`config.mk`:
```
export PLATFORM = sky130hd
export DESIGN_NAME = circular_double_ended_queue_unit_flat
export DESIGN_NICKNAME = d
export VERILOG_FILES = /design/src/rtl/cdq_pkg.sv /design/src/rtl/cdq_cmd_if.sv /design/src/rtl/cdq_rsp_if.sv /design/src/rtl/cdq_datapath.sv /design/src/rtl/cdq_ctrl.sv /design/src/rtl/circular_double_ended_queue_unit.sv /design/src/flat_wrapper.sv
export SDC_FILE = /design/constraint.sdc
export NUM_CORES = 1
export LEC_CHECK = 0
export BUFFER_PORTS_ARGS = -buffer_cell sky130_fd_sc_hd__buf_2
export CAP_MARGIN = 15
export CORE_MARGIN = 8
export CORE_UTILIZATION = 45
export CTS_CLUSTER_SIZE = 25
export DETAILED_ROUTE_END_ITERATION = 12
export HOLD_SLACK_MARGIN = 0.1
export PLACE_DENSITY = 0.68
export SYNTH_ARGS = -nofsm -noshare
export SYNTH_HDL_FRONTEND = slang
export SYNTH_SLANG_ARGS = --single-unit
export TNS_END_PERCENT = 10
```
`constraint.sdc`:
```
create_clock -name clk -period 8.5 [get_ports clk]
set_input_delay 2.125 -clock clk [delete_from_list [all_inputs] [get_ports clk]]
set_output_delay 2.125 -clock clk [all_outputs]
set_load 0.03 [all_outputs]
```
`src/rtl/cdq_pkg.sv`:
```
// Shared constants and control types for the circular deque unit.
package cdq_pkg;

    localparam int CMD_W    = 3;
    localparam int FIELD_W  = 32;
    localparam int COUNT_W  = 5;
    localparam int STATUS_W = 2;

    localparam logic [CMD_W-1:0] CMD_PUSH_BACK  = 3'd0;
    localparam logic [CMD_W-1:0] CMD_PUSH_FRONT = 3'd1;
    localparam logic [CMD_W-1:0] CMD_POP_BACK   = 3'd2;
    localparam logic [CMD_W-1:0] CMD_POP_FRONT  = 3'd3;
    localparam logic [CMD_W-1:0] CMD_CLEAR      = 3'd4;
    localparam logic [CMD_W-1:0] CMD_QUERY      = 3'd5;

    localparam logic [STATUS_W-1:0] ST_OK        = 2'd0;
    localparam logic [STATUS_W-1:0] ST_OVERFLOW  = 2'd1;
    localparam logic [STATUS_W-1:0] ST_UNDERFLOW = 2'd2;

    // Controller to datapath
    typedef struct packed {
        logic accept;
        logic finish;
        logic load_out;
    } ctrl_cmd_t;

    // Datapath to controller
    typedef struct packed {
        logic needs_read;
    } ctrl_sts_t;

endpackage

```
`src/rtl/cdq_cmd_if.sv`:
```
// Request channel of the circular deque unit.
interface cdq_cmd_if;
    logic                        valid;
    logic                        ready;
    logic [cdq_pkg::CMD_W-1:0]   command;
    logic [cdq_pkg::FIELD_W-1:0] value;

    modport source (output valid, output command, output value, input ready);
    modport sink (input valid, input command, input value, output ready);
endinterface

```
`src/rtl/cdq_rsp_if.sv`:
```
// Result channel of the circular deque unit.
interface cdq_rsp_if;
    logic                         valid;
    logic                         ready;
    logic [cdq_pkg::FIELD_W-1:0]  popped_value;
    logic [cdq_pkg::FIELD_W-1:0]  front_value;
    logic [cdq_pkg::FIELD_W-1:0]  back_value;
    logic [cdq_pkg::COUNT_W-1:0]  count;
    logic [cdq_pkg::STATUS_W-1:0] status;

    modport source (output valid, output popped_value, output front_value,
                    output back_value, output count, output status, input ready);
    modport sink (input valid, input popped_value, input front_value,
                  input back_value, input count, input status, output ready);
endinterface

```
`src/rtl/cdq_datapath.sv`:
```
// Deque datapath: slot memory, pointers, cached front/back and result register.
module cdq_datapath #(
    parameter int DEPTH      = 16,
    parameter int DATA_WIDTH = 32
) (
    input  logic                          clk,
    input  logic                          rst_n,
    input  cdq_pkg::ctrl_cmd_t            ctl,
    output cdq_pkg::ctrl_sts_t            sts,
    input  logic [cdq_pkg::CMD_W-1:0]     command,
    input  logic [cdq_pkg::FIELD_W-1:0]   value,
    output logic [cdq_pkg::FIELD_W-1:0]   popped_value,
    output logic [cdq_pkg::FIELD_W-1:0]   front_value,
    output logic [cdq_pkg::FIELD_W-1:0]   back_value,
    output logic [cdq_pkg::COUNT_W-1:0]   count,
    output logic [cdq_pkg::STATUS_W-1:0]  status
);

    localparam int PTR_W = (DEPTH > 1) ? $clog2(DEPTH) : 1;
    localparam int CNT_W = $clog2(DEPTH + 1);
    localparam int FW    = cdq_pkg::FIELD_W;
    localparam int CW    = cdq_pkg::COUNT_W;
    localparam logic [PTR_W-1:0] LAST = PTR_W'(DEPTH - 1);
    localparam logic [CNT_W-1:0] FULL = CNT_W'(DEPTH);

    function automatic logic [PTR_W-1:0] ring_inc(input logic [PTR_W-1:0] i);
        return (i == LAST) ? '0 : i + 1'b1;
    endfunction

    function automatic logic [PTR_W-1:0] ring_dec(input logic [PTR_W-1:0] i);
        return (i == '0) ? LAST : i - 1'b1;
    endfunction

    logic [DATA_WIDTH-1:0] slot_mem [DEPTH];
    logic [DATA_WIDTH-1:0] rd_data_reg;

    logic [PTR_W-1:0]      head_reg, head_next;
    logic [PTR_W-1:0]      tail_reg, tail_next;
    logic [CNT_W-1:0]      count_reg, count_next;
    logic [DATA_WIDTH-1:0] front_reg, front_next;
    logic [DATA_WIDTH-1:0] back_reg, back_next;
    logic                  pend_back_reg, pend_back_next;
    logic [DATA_WIDTH-1:0] pend_popped_reg, pend_popped_next;

    logic [FW-1:0]                 out_popped_reg;
    logic [FW-1:0]                 out_front_reg;
    logic [FW-1:0]                 out_back_reg;
    logic [CW-1:0]                 out_count_reg;
    logic [cdq_pkg::STATUS_W-1:0]  out_status_reg;

    logic [DATA_WIDTH-1:0]         val_w;
    logic [DATA_WIDTH-1:0]         popped_next;
    logic [cdq_pkg::STATUS_W-1:0]  status_next;
    logic                          empty, full;
    logic                          wr_en, rd_en;
    logic [PTR_W-1:0]              wr_addr, rd_addr;
    logic [PTR_W-1:0]              head_inc, head_dec, tail_inc, tail_dec;

    assign val_w    = DATA_WIDTH'(value);
    assign empty    = (count_reg == '0);
    assign full     = (count_reg == FULL);
    assign head_inc = ring_inc(head_reg);
    assign head_dec = ring_dec(head_reg);
    assign tail_inc = ring_inc(tail_reg);
    assign tail_dec = ring_dec(tail_reg);

    // A successful pop has to fetch the new front or back from the slot memory
    assign sts.needs_read = !empty &&
        ((command == cdq_pkg::CMD_POP_BACK) || (command == cdq_pkg::CMD_POP_FRONT));

    always_comb
    begin
        head_next        = head_reg;
        tail_next        = tail_reg;
        count_next       = count_reg;
        front_next       = front_reg;
        back_next        = back_reg;
        pend_back_next   = pend_back_reg;
        pend_popped_next = pend_popped_reg;
        popped_next      = '0;
        status_next      = cdq_pkg::ST_OK;
        wr_en            = 1'b0;
        wr_addr          = head_reg;
        rd_en            = 1'b0;
        rd_addr          = tail_dec;
        if (ctl.accept)
        begin
            unique case (command)
                cdq_pkg::CMD_PUSH_BACK:
                begin
                    if (full)
                    begin
                        status_next = cdq_pkg::ST_OVERFLOW;
                    end
                    else
                    begin
                        tail_next  = tail_inc;
                        wr_en      = 1'b1;
                        wr_addr    = tail_inc;
                        count_next = count_reg + 1'b1;
                        back_next  = val_w;
                        if (empty)
                        begin
                            front_next = val_w;
                        end
                    end
                end
                cdq_pkg::CMD_PUSH_FRONT:
                begin
                    if (full)
                    begin
                        status_next = cdq_pkg::ST_OVERFLOW;
                    end
                    else
                    begin
                        head_next  = head_dec;
                        wr_en      = 1'b1;
                        wr_addr    = head_reg;
                        count_next = count_reg + 1'b1;
                        front_next = val_w;
                        if (empty)
                        begin
                            back_next = val_w;
                        end
                    end
                end
                cdq_pkg::CMD_POP_BACK:
                begin
                    if (empty)
                    begin
                        status_next = cdq_pkg::ST_UNDERFLOW;
                    end
                    else
                    begin
                        tail_next        = tail_dec;
                        count_next       = count_reg - 1'b1;
                        rd_en            = 1'b1;
                        rd_addr          = tail_dec;
                        pend_back_next   = 1'b1;
                        pend_popped_next = back_reg;
                    end
                end
                cdq_pkg::CMD_POP_FRONT:
                begin
                    if (empty)
                    begin
                        status_next = cdq_pkg::ST_UNDERFLOW;
                    end
                    else
                    begin
                        head_next        = head_inc;
                        count_next       = count_reg - 1'b1;
                        rd_en            = 1'b1;
                        rd_addr          = ring_inc(head_inc);
                        pend_back_next   = 1'b0;
                        pend_popped_next = front_reg;
                    end
                end
                cdq_pkg::CMD_CLEAR:
                begin
                    if (empty)
                    begin
                        status_next = cdq_pkg::ST_UNDERFLOW;
                    end
                    else
                    begin
                        head_next  = '0;
                        tail_next  = '0;
                        count_next = '0;
                    end
                end
                default:
                begin
                    // query and unused codes leave the state alone
                end
            endcase
        end
        else if (ctl.finish)
        begin
            popped_next = pend_popped_reg;
            if (pend_back_reg)
            begin
                back_next = rd_data_reg;
            end
            else
            begin
                front_next = rd_data_reg;
            end
        end
    end

    always_ff @(posedge clk)
    begin
        if (wr_en)
        begin
            slot_mem[wr_addr] <= val_w;
        end
        if (rd_en)
        begin
            rd_data_reg <= slot_mem[rd_addr];
        end
    end

    always_ff @(posedge clk or negedge rst_n)
    begin
        if (!rst_n)
        begin
            head_reg  <= '0;
            tail_reg  <= '0;
            count_reg <= '0;
        end
        else
        begin
            head_reg  <= head_next;
            tail_reg  <= tail_next;
            count_reg <= count_next;
        end
    end

    always_ff @(posedge clk)
    begin
        front_reg       <= front_next;
        back_reg        <= back_next;
        pend_back_reg   <= pend_back_next;
        pend_popped_reg <= pend_popped_next;
        if (ctl.load_out)
        begin
            out_popped_reg <= FW'(popped_next);
            out_front_reg  <= (count_next == '0) ? '0 : FW'(front_next);
            out_back_reg   <= (count_next == '0) ? '0 : FW'(back_next);
            out_count_reg  <= CW'(count_next);
            out_status_reg <= status_next;
        end
    end

    assign popped_value = out_popped_reg;
    assign front_value  = out_front_reg;
    assign back_value   = out_back_reg;
    assign count        = out_count_reg;
    assign status       = out_status_reg;

`ifndef SYNTHESIS
    a_count_bound: assert property (@(posedge clk) disable iff (!rst_n)
        count_reg <= FULL)
        else $error("element count above depth");
`endif

endmodule

```
`src/rtl/cdq_ctrl.sv`:
```
// Deque controller: request acceptance, memory read wait and result valid.
module cdq_ctrl (
    input  logic               clk,
    input  logic               rst_n,
    input  logic               in_valid,
    output logic               in_ready,
    output logic               out_valid,
    input  logic               out_ready,
    input  cdq_pkg::ctrl_sts_t sts,
    output cdq_pkg::ctrl_cmd_t ctl
);

    localparam logic S_IDLE = 1'b0;
    localparam logic S_READ = 1'b1;

    logic state_reg, state_next;
    logic out_valid_reg, out_valid_next;

    // A new request may enter once the result register is free or being drained
    assign in_ready     = (state_reg == S_IDLE) && (!out_valid_reg || out_ready);
    assign ctl.accept   = in_valid && in_ready;
    assign ctl.finish   = (state_reg == S_READ);
    assign ctl.load_out = (ctl.accept && !sts.needs_read) || ctl.finish;
    assign out_valid    = out_valid_reg;

    always_comb
    begin
        state_next = state_reg;
        unique case (state_reg)
            S_IDLE:
            begin
                if (ctl.accept && sts.needs_read)
                begin
                    state_next = S_READ;
                end
            end
            S_READ:
            begin
                state_next = S_IDLE;
            end
            default:
            begin
                state_next = S_IDLE;
            end
        endcase
    end

    always_comb
    begin
        priority if (ctl.load_out)
        begin
            out_valid_next = 1'b1;
        end
        else if (out_ready)
        begin
            out_valid_next = 1'b0;
        end
        else
        begin
            out_valid_next = out_valid_reg;
        end
    end

    always_ff @(posedge clk or negedge rst_n)
    begin
        if (!rst_n)
        begin
            state_reg     <= S_IDLE;
            out_valid_reg <= 1'b0;
        end
        else
        begin
            state_reg     <= state_next;
            out_valid_reg <= out_valid_next;
        end
    end

`ifndef SYNTHESIS
    a_read_one_cycle: assert property (@(posedge clk) disable iff (!rst_n)
        state_reg == S_READ |=> state_reg == S_IDLE && out_valid_reg)
        else $error("read wait did not complete in one cycle");

    a_pop_enters_read: assert property (@(posedge clk) disable iff (!rst_n)
        ctl.accept && sts.needs_read |=> state_reg == S_READ && !out_valid_reg)
        else $error("pop did not wait for slot read");

    a_no_overwrite: assert property (@(posedge clk) disable iff (!rst_n)
        out_valid_reg && !out_ready |-> !ctl.load_out)
        else $error("result overwritten while stalled");
`endif

endmodule

```
`src/rtl/circular_double_ended_queue_unit.sv`:
```
// Top level of the circular deque unit.
//
// Requests enter on cmd (command, value) and each gives exactly one result on
// rsp: popped value, front and back after the step, element count and status.
// Push back/front, clear and query are done in the accept cycle; the result is
// registered and shows on rsp in the next cycle. A successful pop also reads the
// new front or back from the slot memory (single read port, registered data),
// so its result passes the read data register, then the result register.
// One request per cycle unless rsp stalls or a successful pop is in its read.
// Push on a full deque returns status overflow, pop or clear on an empty one
// returns status underflow; neither changes the contents.
// Reset empties the deque at once (pointers and count to zero); the slot
// memory is not cleared, since a slot holding no element never reaches rsp.
// When rsp stalls the result is held and one further request may be taken
// the same cycle the held result drains; otherwise cmd.ready stays low.
module circular_double_ended_queue_unit #(
    parameter int DEPTH      = 16,
    parameter int DATA_WIDTH = 32
) (
    input  logic      clk,
    input  logic      rst_n,
    cdq_cmd_if.sink   cmd,
    cdq_rsp_if.source rsp
);

    cdq_pkg::ctrl_cmd_t ctl;
    cdq_pkg::ctrl_sts_t sts;

    cdq_ctrl u_ctrl (
        .clk       (clk),
        .rst_n     (rst_n),
        .in_valid  (cmd.valid),
        .in_ready  (cmd.ready),
        .out_valid (rsp.valid),
        .out_ready (rsp.ready),
        .sts       (sts),
        .ctl       (ctl)
    );

    cdq_datapath #(
        .DEPTH      (DEPTH),
        .DATA_WIDTH (DATA_WIDTH)
    ) u_datapath (
        .clk          (clk),
        .rst_n        (rst_n),
        .ctl          (ctl),
        .sts          (sts),
        .command      (cmd.command),
        .value        (cmd.value),
        .popped_value (rsp.popped_value),
        .front_value  (rsp.front_value),
        .back_value   (rsp.back_value),
        .count        (rsp.count),
        .status       (rsp.status)
    );

endmodule
```
`src/flat_wrapper.sv`:
```
// flat-port wrapper written by rule: the top's interface ports become plain ports
module circular_double_ended_queue_unit_flat 
#(
    parameter int DEPTH      = 16,
    parameter int DATA_WIDTH = 32
)
  (clk, rst_n, cmd_valid, cmd_command, cmd_value, cmd_ready, rsp_valid, rsp_popped_value, rsp_front_value, rsp_back_value, rsp_count, rsp_status, rsp_ready);
  cdq_cmd_if cmd_i ();
  cdq_rsp_if rsp_i ();
  input  logic clk;
  input  logic rst_n;
  input wire logic [$bits(cmd_i.valid)-1:0] cmd_valid;
  input wire logic [$bits(cmd_i.command)-1:0] cmd_command;
  input wire logic [$bits(cmd_i.value)-1:0] cmd_value;
  output wire logic [$bits(cmd_i.ready)-1:0] cmd_ready;
  output wire logic [$bits(rsp_i.valid)-1:0] rsp_valid;
  output wire logic [$bits(rsp_i.popped_value)-1:0] rsp_popped_value;
  output wire logic [$bits(rsp_i.front_value)-1:0] rsp_front_value;
  output wire logic [$bits(rsp_i.back_value)-1:0] rsp_back_value;
  output wire logic [$bits(rsp_i.count)-1:0] rsp_count;
  output wire logic [$bits(rsp_i.status)-1:0] rsp_status;
  input wire logic [$bits(rsp_i.ready)-1:0] rsp_ready;
  assign cmd_i.valid = cmd_valid;
  assign cmd_i.command = cmd_command;
  assign cmd_i.value = cmd_value;
  assign cmd_ready = cmd_i.ready;
  assign rsp_valid = rsp_i.valid;
  assign rsp_popped_value = rsp_i.popped_value;
  assign rsp_front_value = rsp_i.front_value;
  assign rsp_back_value = rsp_i.back_value;
  assign rsp_count = rsp_i.count;
  assign rsp_status = rsp_i.status;
  assign rsp_i.ready = rsp_ready;
  circular_double_ended_queue_unit #(.DEPTH(DEPTH), .DATA_WIDTH(DATA_WIDTH)) u_core (.clk(clk), .rst_n(rst_n), .cmd(cmd_i), .rsp(rsp_i));
endmodule
```
==> metrics.md, run 1 <==
| Metric | Value |
|---|---|
| Routed vias | `20227` |
| Post-DP HPWL | `45300 µm` |
| Pwr dens | `392 nW/µm²` |
| Gp weighted congestion | `0.815` |
| Post-route insts no fill | `3391` |
| Comb pwr share | `39.1%` |
| Initial core utilization | `45.5%` |
| Critical Path RT | `8.99 ns` |
| Worst Clk Skew | `0.0245 ns` |
| WL met1 | `32000 µm` |
| Number of synthesized flops with an enable pin | `680` |
| Worst setup margin | `1.95 ns` |
| Ys flop type | `edfxtp_1` |
| Placed Cells | `3248` |
| Asr flop ratio synth | `1.98%` |
| Number of flip-flops in the largest register | `512` |
| Grt total ovfl | `0` |
| Largest net degree at the start of global routing | `149` |
| CP Capture Type | `flop` |
| Yosys cell types | `63` |
| Filler Cell Count | `5536` |
| Total power | `0.0136 W` |
| Most frequent cell after synthesis | `edfxtp_1` |
| CTS clock-pin slew for the worst setup and hold paths | `0.06 ns` |
| Reg2Reg Depth | `10` |
| Hold Path Depth | `2` |
| H-tree Lvls | `3` |
| RSZ-0062 raised after global routing | `false` |
| Critical Path AT | `7.05 ns` |
| Pre-CTS setup slack | `1.32 ns` |
| Share of the synthesized area in the top cell type | `66.7%` |
| Tmin final | `6.55 ns` |
| PortBufs | `143` |
| Clock Path Buffers | `3` |
| Core area | `67300 µm²` |
| Antenna Nets Post-Route | `0` |
| I/O pin cnt | `144` |
| Internal | `0.00830 W` |
| WS Path Type | `in -> reg` |
| Synth area leaders | `edfxtp_1, nand2_1, a21oi_1` |
| Clk pwr share | `23.6%` |
| Power share of the sequential group | `37.4%` |
| Highest clock rate | `0.153 GHz` |
| CTS Root Buffer Type | `clkbuf_16` |
| Die span in y | `277 µm` |
| Setup bufs post-CTS | `0` |
| First-pass GRT wire length | `119000 µm` |
| CP startpoint kind | `input pin` |
| DR WL/cell | `23.2 µm` |
| Final setup TNS | `0 ns` |
| P_sw | `0.00533 W` |
| Flop and latch count out of synthesis | `759` |
| All-Layer GR Usage | `19.8%` |
| Top sig layer | `met5` |
| Antenna violations before repair | `19` |
| Slew HR | `25.8%` |
| DIE WIDTH | `277 µm` |
| Sw frac | `39.1%` |
| Clk_lat worst skew | `0.62 ns` |
| TritonRoute pass-1 iters | `6` |
| Worst min path class | `reg -> reg` |
| Post-Syn Area per Cell | `13.0 µm²` |
| Die area | `76700 µm²` |
| Fin. Hold Viols | `0` |
| P&R area growth vs syn | `13.6%` |
| Number of max-cap violations | `0` |
| Worst Tran Pin Value | `1.11 ns` |
| Drc violations | `0` |
| Status | `finished clean` |
| Fin nets | `2504` |
| Row count | `95` |
| Top cell type by total area after synthesis | `edfxtp_1` |
| Mapped Cells | `2354` |
| Initial detailed-routing violation count | `2109` |
| Post-synthesis sequential area ratio | `72.1%` |
| Num Clock Sinks | `759` |
| Peak supply drop | `477 µV` |
| Cell Area, Synth | `30600 µm²` |
| Final setup viols | `0` |
| Fin crit share | `77.1%` |
| Met3 WL | `7420 µm` |
| CTS Hold Buffers Added | `0` |
| Largest reg by FF count | `u_core.u_datapath.slot_mem` |
| Slew Limit Fails | `0` |
| CTS tree | `built` |
| Cts bufs inserted | `74` |
| Syn. warnings | `0` |
| Share of layout cells above drive strength 1 | `14.0%` |
| PostCTS Resize Cnt | `0` |
| Worst hold margin | `0.485 ns` |
| Synth cell count leaders | `edfxtp_1, nand2_1, a21oi_1, clkbuf_1, nor2_1` |
| Static Leakage | `12.3 nW` |
| Post-Syn Nets | `2405` |
| Routed wire length | `78600 µm` |
| Routed vias/inst | `5.96` |
| Max FO, Critical Path | `148` |
| Met2 routed wirelength | `36900 µm` |
| Vias in the first global route | `19986` |
-- kinds of logic (layout without fill, tap and decap cells) --
| logic type | count (synthesis) | count (layout) | share of synthesized area, % |
|---|---|---|---|
| other cells | 0 | 7 | 0 |
| xor+xnor | 3 | 3 | 0.0858 |
| compound gates | 620 | 620 | 12.9 |
| fa+ha+maj | 12 | 12 | 0.490 |
| flops | 759 | 759 | 72.1 |
| simple gates | 745 | 745 | 10.9 |
| buf+inv | 176 | 333 | 2.26 |
| mux | 39 | 39 | 1.29 |
-- routing by layer --
layer / track usage [%] / vias up
li1: - / 9026
met1: 26.2 / 9991
met2: 31.8 / 1004
met3: 4.62 / 192
met4: 6.88 / 14
met5: 0 / -
-- stage by stage --
stage	cell area (µm²)	util, %
after CTS	34700	51.6
after floorplan	30600	-
after detailed placement	32400	48.1
after global placement	32400	48.1
final	34800	51.7
after global routing	34800	51.7
-- power groups by stage --
stage	Combinational (W)	Clock, W	Sequential (W)
CTS	0.00529	0.00325	0.00508
detailed placement	0.00525	0	0.00516
global placement	0.00511	0	0.00514
floorplan	0.00335	0	0.00549
finish	0.00532	0.00321	0.00509
global route	0.00579	0.00340	0.00514
-- critical path, stage by stage --
cell,delay (ns)
buf_2,0.70
and2_1,0.23
buf_4,0.38
inv_2,0.39
nor4_4,0.79
mux2_8,0.89
buf_4,0.65
nand2_1,0.13
a221oi_1,0.39
or4_1,0.18
-- worst paths after layout --
path	start	end	slack (ns)
setup / recovery	cmd_command[0]	u_core.u_datapath.rd_data_reg[25]$_DFFE_PP_	1.95
hold / removal	u_core.u_datapath.front_reg[29]$_DFF_P_	u_core.u_datapath.front_reg[29]$_DFF_P_	0.49
setup reg to reg	u_core.u_ctrl.state_reg$_DFF_PN0_	u_core.u_datapath.slot_mem[1][23]$_DFFE_PP_	3.46
hold reg to reg	u_core.u_datapath.front_reg[29]$_DFF_P_	u_core.u_datapath.front_reg[29]$_DFF_P_	0.49
max in group asynchronous	rst_n	u_core.u_datapath.count_reg[2]$_DFF_PN0_	6.79
min in group asynchronous	rst_n	u_core.u_datapath.head_reg[3]$_DFFE_PN0P_	1.42
-- cells in the final DEF (no fill, tap or decap), drive strengths merged, types with 4 or more instances in the layout --
master	n
a221oi	65
nor2b	38
or4	32
nor3	39
diode	7
a21oi	303
nand2b	14
dfrtp	15
clkinvlp	4
o22ai	33
a31oi	5
a21o	4
nand2	441
o221a	31
buf	184
clkinv	24
mux2i	35
ha	12
a22oi	34
a311oi	4
dfxtp	64
inv	19
o21ai	53
edfxtp	680
o31ai	6
clkbuf	97
mux2	4
bufinv	5
a211oi	34
and2	66
nor2	95
a21boi	33
-- area by class of cell --
class	instances	area, µm²	share of cell area, %
clock buffers	97	2020	5.81
repair buffers	184	1110	3.20
flip-flops and latches	759	22100	63.5
diodes	7	17.5	0.0503
clock inverters	37	337	0.967
well taps	873	1090	3.14
inverters	15	56.3	0.162
multi-input cells	1419	8080	23.2
(Power assumes the default switching activity.)
==> inputs of run 2 (changes only) <==
==> constraint.sdc (replaced) <==
create_clock -name clk -period 6.2 [get_ports clk]
set_input_delay 1.55 -clock clk [delete_from_list [all_inputs] [get_ports clk]]
set_output_delay 1.55 -clock clk [all_outputs]
set_load 0.03 [all_outputs]
==> metrics.md, run 2 (synthesized netlist as in run 1, its figures left out) <==
| Metric | Value |
|---|---|
| Status | `finished clean` |
| Number of flip-flops in the largest register | `512 (unchanged)` |
| Crit-path max cell delay | `0.94 ns (+0.05 ns)` |
| CTS clock-pin slew for the worst setup and hold paths | `0.06 ns (about the same)` |
| Fin crit share | `80.6%` |
| PortBufs | `143 (unchanged)` |
| Critical Path AT | `5.34 ns (-1.71 ns)` |
| Static Leakage | `12.4 nW (+0.77%)` |
| Clk pwr share | `23.7% (about the same)` |
| PostCTS Resize Cnt | `0 (unchanged)` |
| P&R area growth vs syn | `14.1%` |
| Antenna Nets Post-Route | `0 (unchanged)` |
| Internal | `0.0114 W (+38%)` |
| RSZ-0062 raised after global routing | `false` |
| Critical Path RT | `6.54 ns (-2.45 ns)` |
| Worst Clk Skew | `0.0193 ns (-0.00519 ns)` |
| TritonRoute pass-1 iters | `5 (-1)` |
| WS Path Type | `reg -> reg` |
| Setup crit end | `u_core.u_datapath.rd_data_reg[9]$_DFFE_PP_` |
| Highest clock rate | `0.200 GHz` |
| Reg2Reg Depth | `12 (+2)` |
| Setup crit start | `u_core.u_datapath.count_reg[0]$_DFF_PN0_` |
| CP startpoint kind | `flop` |
| Fin nets | `2511 (+0.28%)` |
| Peak supply drop | `519 µV (+8.8%)` |
| Sw frac | `39.0% (-0.12 points)` |
| First-pass GRT wire length | `121000 µm (+1.5%)` |
| Number of max-cap violations | `0 (unchanged)` |
| CP max stage cell | `or2_2` |
| CTS Hold Buffers Added | `0 (unchanged)` |
| DR WL/cell | `23.7 µm (+2.2%)` |
| Reg-to-Reg Start | `u_core.u_datapath.count_reg[0]$_DFF_PN0_` |
| CP Capture Type | `flop` |
| Most frequent cells in the layout | `edfxtp_1, nand2_1, a21oi_1` |
| Initial core utilization | `45.5% (unchanged)` |
| Max FO, Critical Path | `38 (-74%)` |
| Reg2reg end | `u_core.u_datapath.rd_data_reg[9]$_DFFE_PP_` |
| Gp weighted congestion | `0.844 (+3.5%)` |
| CTS tree | `built` |
| Filler Cell Count | `5522 (-0.25%)` |
| Final setup viols | `0 (unchanged)` |
| Setup bufs post-CTS | `0 (unchanged)` |
| Routed wire length | `80500 µm (+2.4%)` |
| Antenna violations before repair | `13 (-6)` |
| Routed vias | `20341 (+0.56%)` |
| Initial detailed-routing violation count | `2096 (-0.62%)` |
| I/O pin cnt | `144 (unchanged)` |
| All-Layer GR Usage | `20.1% (+0.37 points)` |
| H-tree Lvls | `3 (unchanged)` |
| Die span in y | `277 µm (unchanged)` |
| Largest net degree at the start of global routing | `154 (+3.4%)` |
| Drc violations | `0 (unchanged)` |
| Slew HR | `19.4% (-6.4 points)` |
| CTS Root Buffer Type | `clkbuf_16` |
| Comb pwr share | `39.0% (about the same)` |
| Vias in the first global route | `19786 (-1.0%)` |
| Worst path cell trace | `inv_1 > ha_1 > or4b_1 > buf_4 > inv_1 > buf_4 > nor4_4 > o21ai_0 > o31ai_1 > or2_2 > a221oi_1 > or4_1` |
| Row count | `95 (unchanged)` |
| P_sw | `0.00731 W (+37%)` |
| Power share of the sequential group | `37.3% (about the same)` |
| Die area | `76700 µm² (unchanged)` |
| Clock Path Buffers | `3 (unchanged)` |
| Worst hold margin | `0.484 ns (-0.00152 ns)` |
| Routed vias/inst | `5.99 (+0.36%)` |
| Final setup TNS | `0 ns (unchanged)` |
| Tmin final | `5.00 ns` |
| Most common cell after layout, fill and taps aside | `edfxtp_1` |
| Grt total ovfl | `0 (unchanged)` |
| Largest reg by FF count | `u_core.u_datapath.slot_mem` |
| Clk_lat worst skew | `0.62 ns (about the same)` |
| Post-DP HPWL | `46200 µm (+2.0%)` |
| R2r setup slk | `1.20 ns (-2.26 ns)` |
| Slew Limit Fails | `0 (unchanged)` |
| Core area | `67300 µm² (unchanged)` |
| Share of layout cells above drive strength 1 | `14.5% (+0.48 points)` |
| Pwr dens | `537 nW/µm² (+37%)` |
| Worst Tran Pin Value | `1.21 ns (+0.0958 ns)` |
| DIE WIDTH | `277 µm (unchanged)` |
| Cts bufs inserted | `74 (unchanged)` |
| Fin. Hold Viols | `0 (unchanged)` |
| Worst min path class | `reg -> reg` |
| Num Clock Sinks | `759 (unchanged)` |
run 2: changes by cell type in the layout (fill, tap and decap cells not counted), sizes merged:
cell      previous run  this run
buf                184       191
clkinvlp             4         0
clkinv              24        26
clkbuf              97        98
inv                 19        20
run 2: worst max-delay path, delay by kind of cell (launching register included):
| family | cells | cell delay (ns) |
|---|---|---|
| flip-flops | 1 | 0.47 |
| AO/OA/AOI/OAI | 3 | 0.71 |
| adder cells (fa/ha/maj) | 1 | 0.28 |
| AND/OR/NAND/NOR | 4 | 2.35 |
| buffers and inverters | 4 | 0.86 |
run 2: how the worst min path moves through the flow:
stage                                                         end  cells past startpoint                               startpoint
final                      u_core.u_datapath.front_reg[5]$_DFF_P_                      2   u_core.u_datapath.front_reg[5]$_DFF_P_
after global routing      u_core.u_datapath.front_reg[20]$_DFF_P_                      2  u_core.u_datapath.front_reg[20]$_DFF_P_
after CTS                 u_core.u_datapath.front_reg[20]$_DFF_P_                      2  u_core.u_datapath.front_reg[20]$_DFF_P_
after detailed placement  u_core.u_datapath.front_reg[20]$_DFF_P_                      2  u_core.u_datapath.front_reg[20]$_DFF_P_
after global placement    u_core.u_datapath.front_reg[20]$_DFF_P_                      2  u_core.u_datapath.front_reg[20]$_DFF_P_
after floorplan            u_core.u_datapath.front_reg[0]$_DFF_P_                      2   u_core.u_datapath.front_reg[0]$_DFF_P_
run 2: area by class of cell:
| class | instances | area, µm² | area share (%) |
|---|---|---|---|
| sequential | 759 | 22100 | 63.2 |
| timing repair buffer | 191 | 1240 | 3.55 |
| clock inverter | 36 | 329 | 0.941 |
| antenna | 7 | 17.5 | 0.0501 |
| multi-input combinational | 1419 | 8080 | 23.1 |
| inverter | 15 | 56.3 | 0.161 |
| tap | 873 | 1090 | 3.12 |
| clock buffer | 98 | 2070 | 5.91 |
run 2: power groups by stage:
| stage | registers (W) | clock network, W | logic [W] |
|---|---|---|---|
| 6_report | 0.00700 | 0.00445 | 0.00731 |
| 5_1_grt | 0.00706 | 0.00469 | 0.00795 |
| 4_1_cts | 0.00699 | 0.00450 | 0.00727 |
| 3_5_place_dp | 0.00709 | 0 | 0.00723 |
| 3_3_place_gp | 0.00705 | 0 | 0.00704 |
| 2_1_floorplan | 0.00753 | 0 | 0.00459 |
run 2: layer usage:
metal  share of wire (%)  global-route usage (%)  vias to the layer above
met1                  42                    27.4                    10091
met5               0.078                       0                        -
met2                  46                    32.2                     1027
met3                 8.9                    3.87                      174
li1                    -                       -                     9039
met4                 2.9                    7.06                       10
run 2: stage by stage:
stage          instances  power [W]  area, µm²  worst slack (ns)  utilization, %
6_report            3398     0.0188      35000              1.20            52.0
5_1_grt             3393     0.0197      34900             0.759            51.9
2_1_floorplan       2354     0.0121      30600             0.941               -
4_1_cts             3391     0.0188      34900              1.23            51.9
3_3_place_gp        3255     0.0141      32500             0.883            48.3
3_5_place_dp        3257     0.0143      32500             0.882            48.4
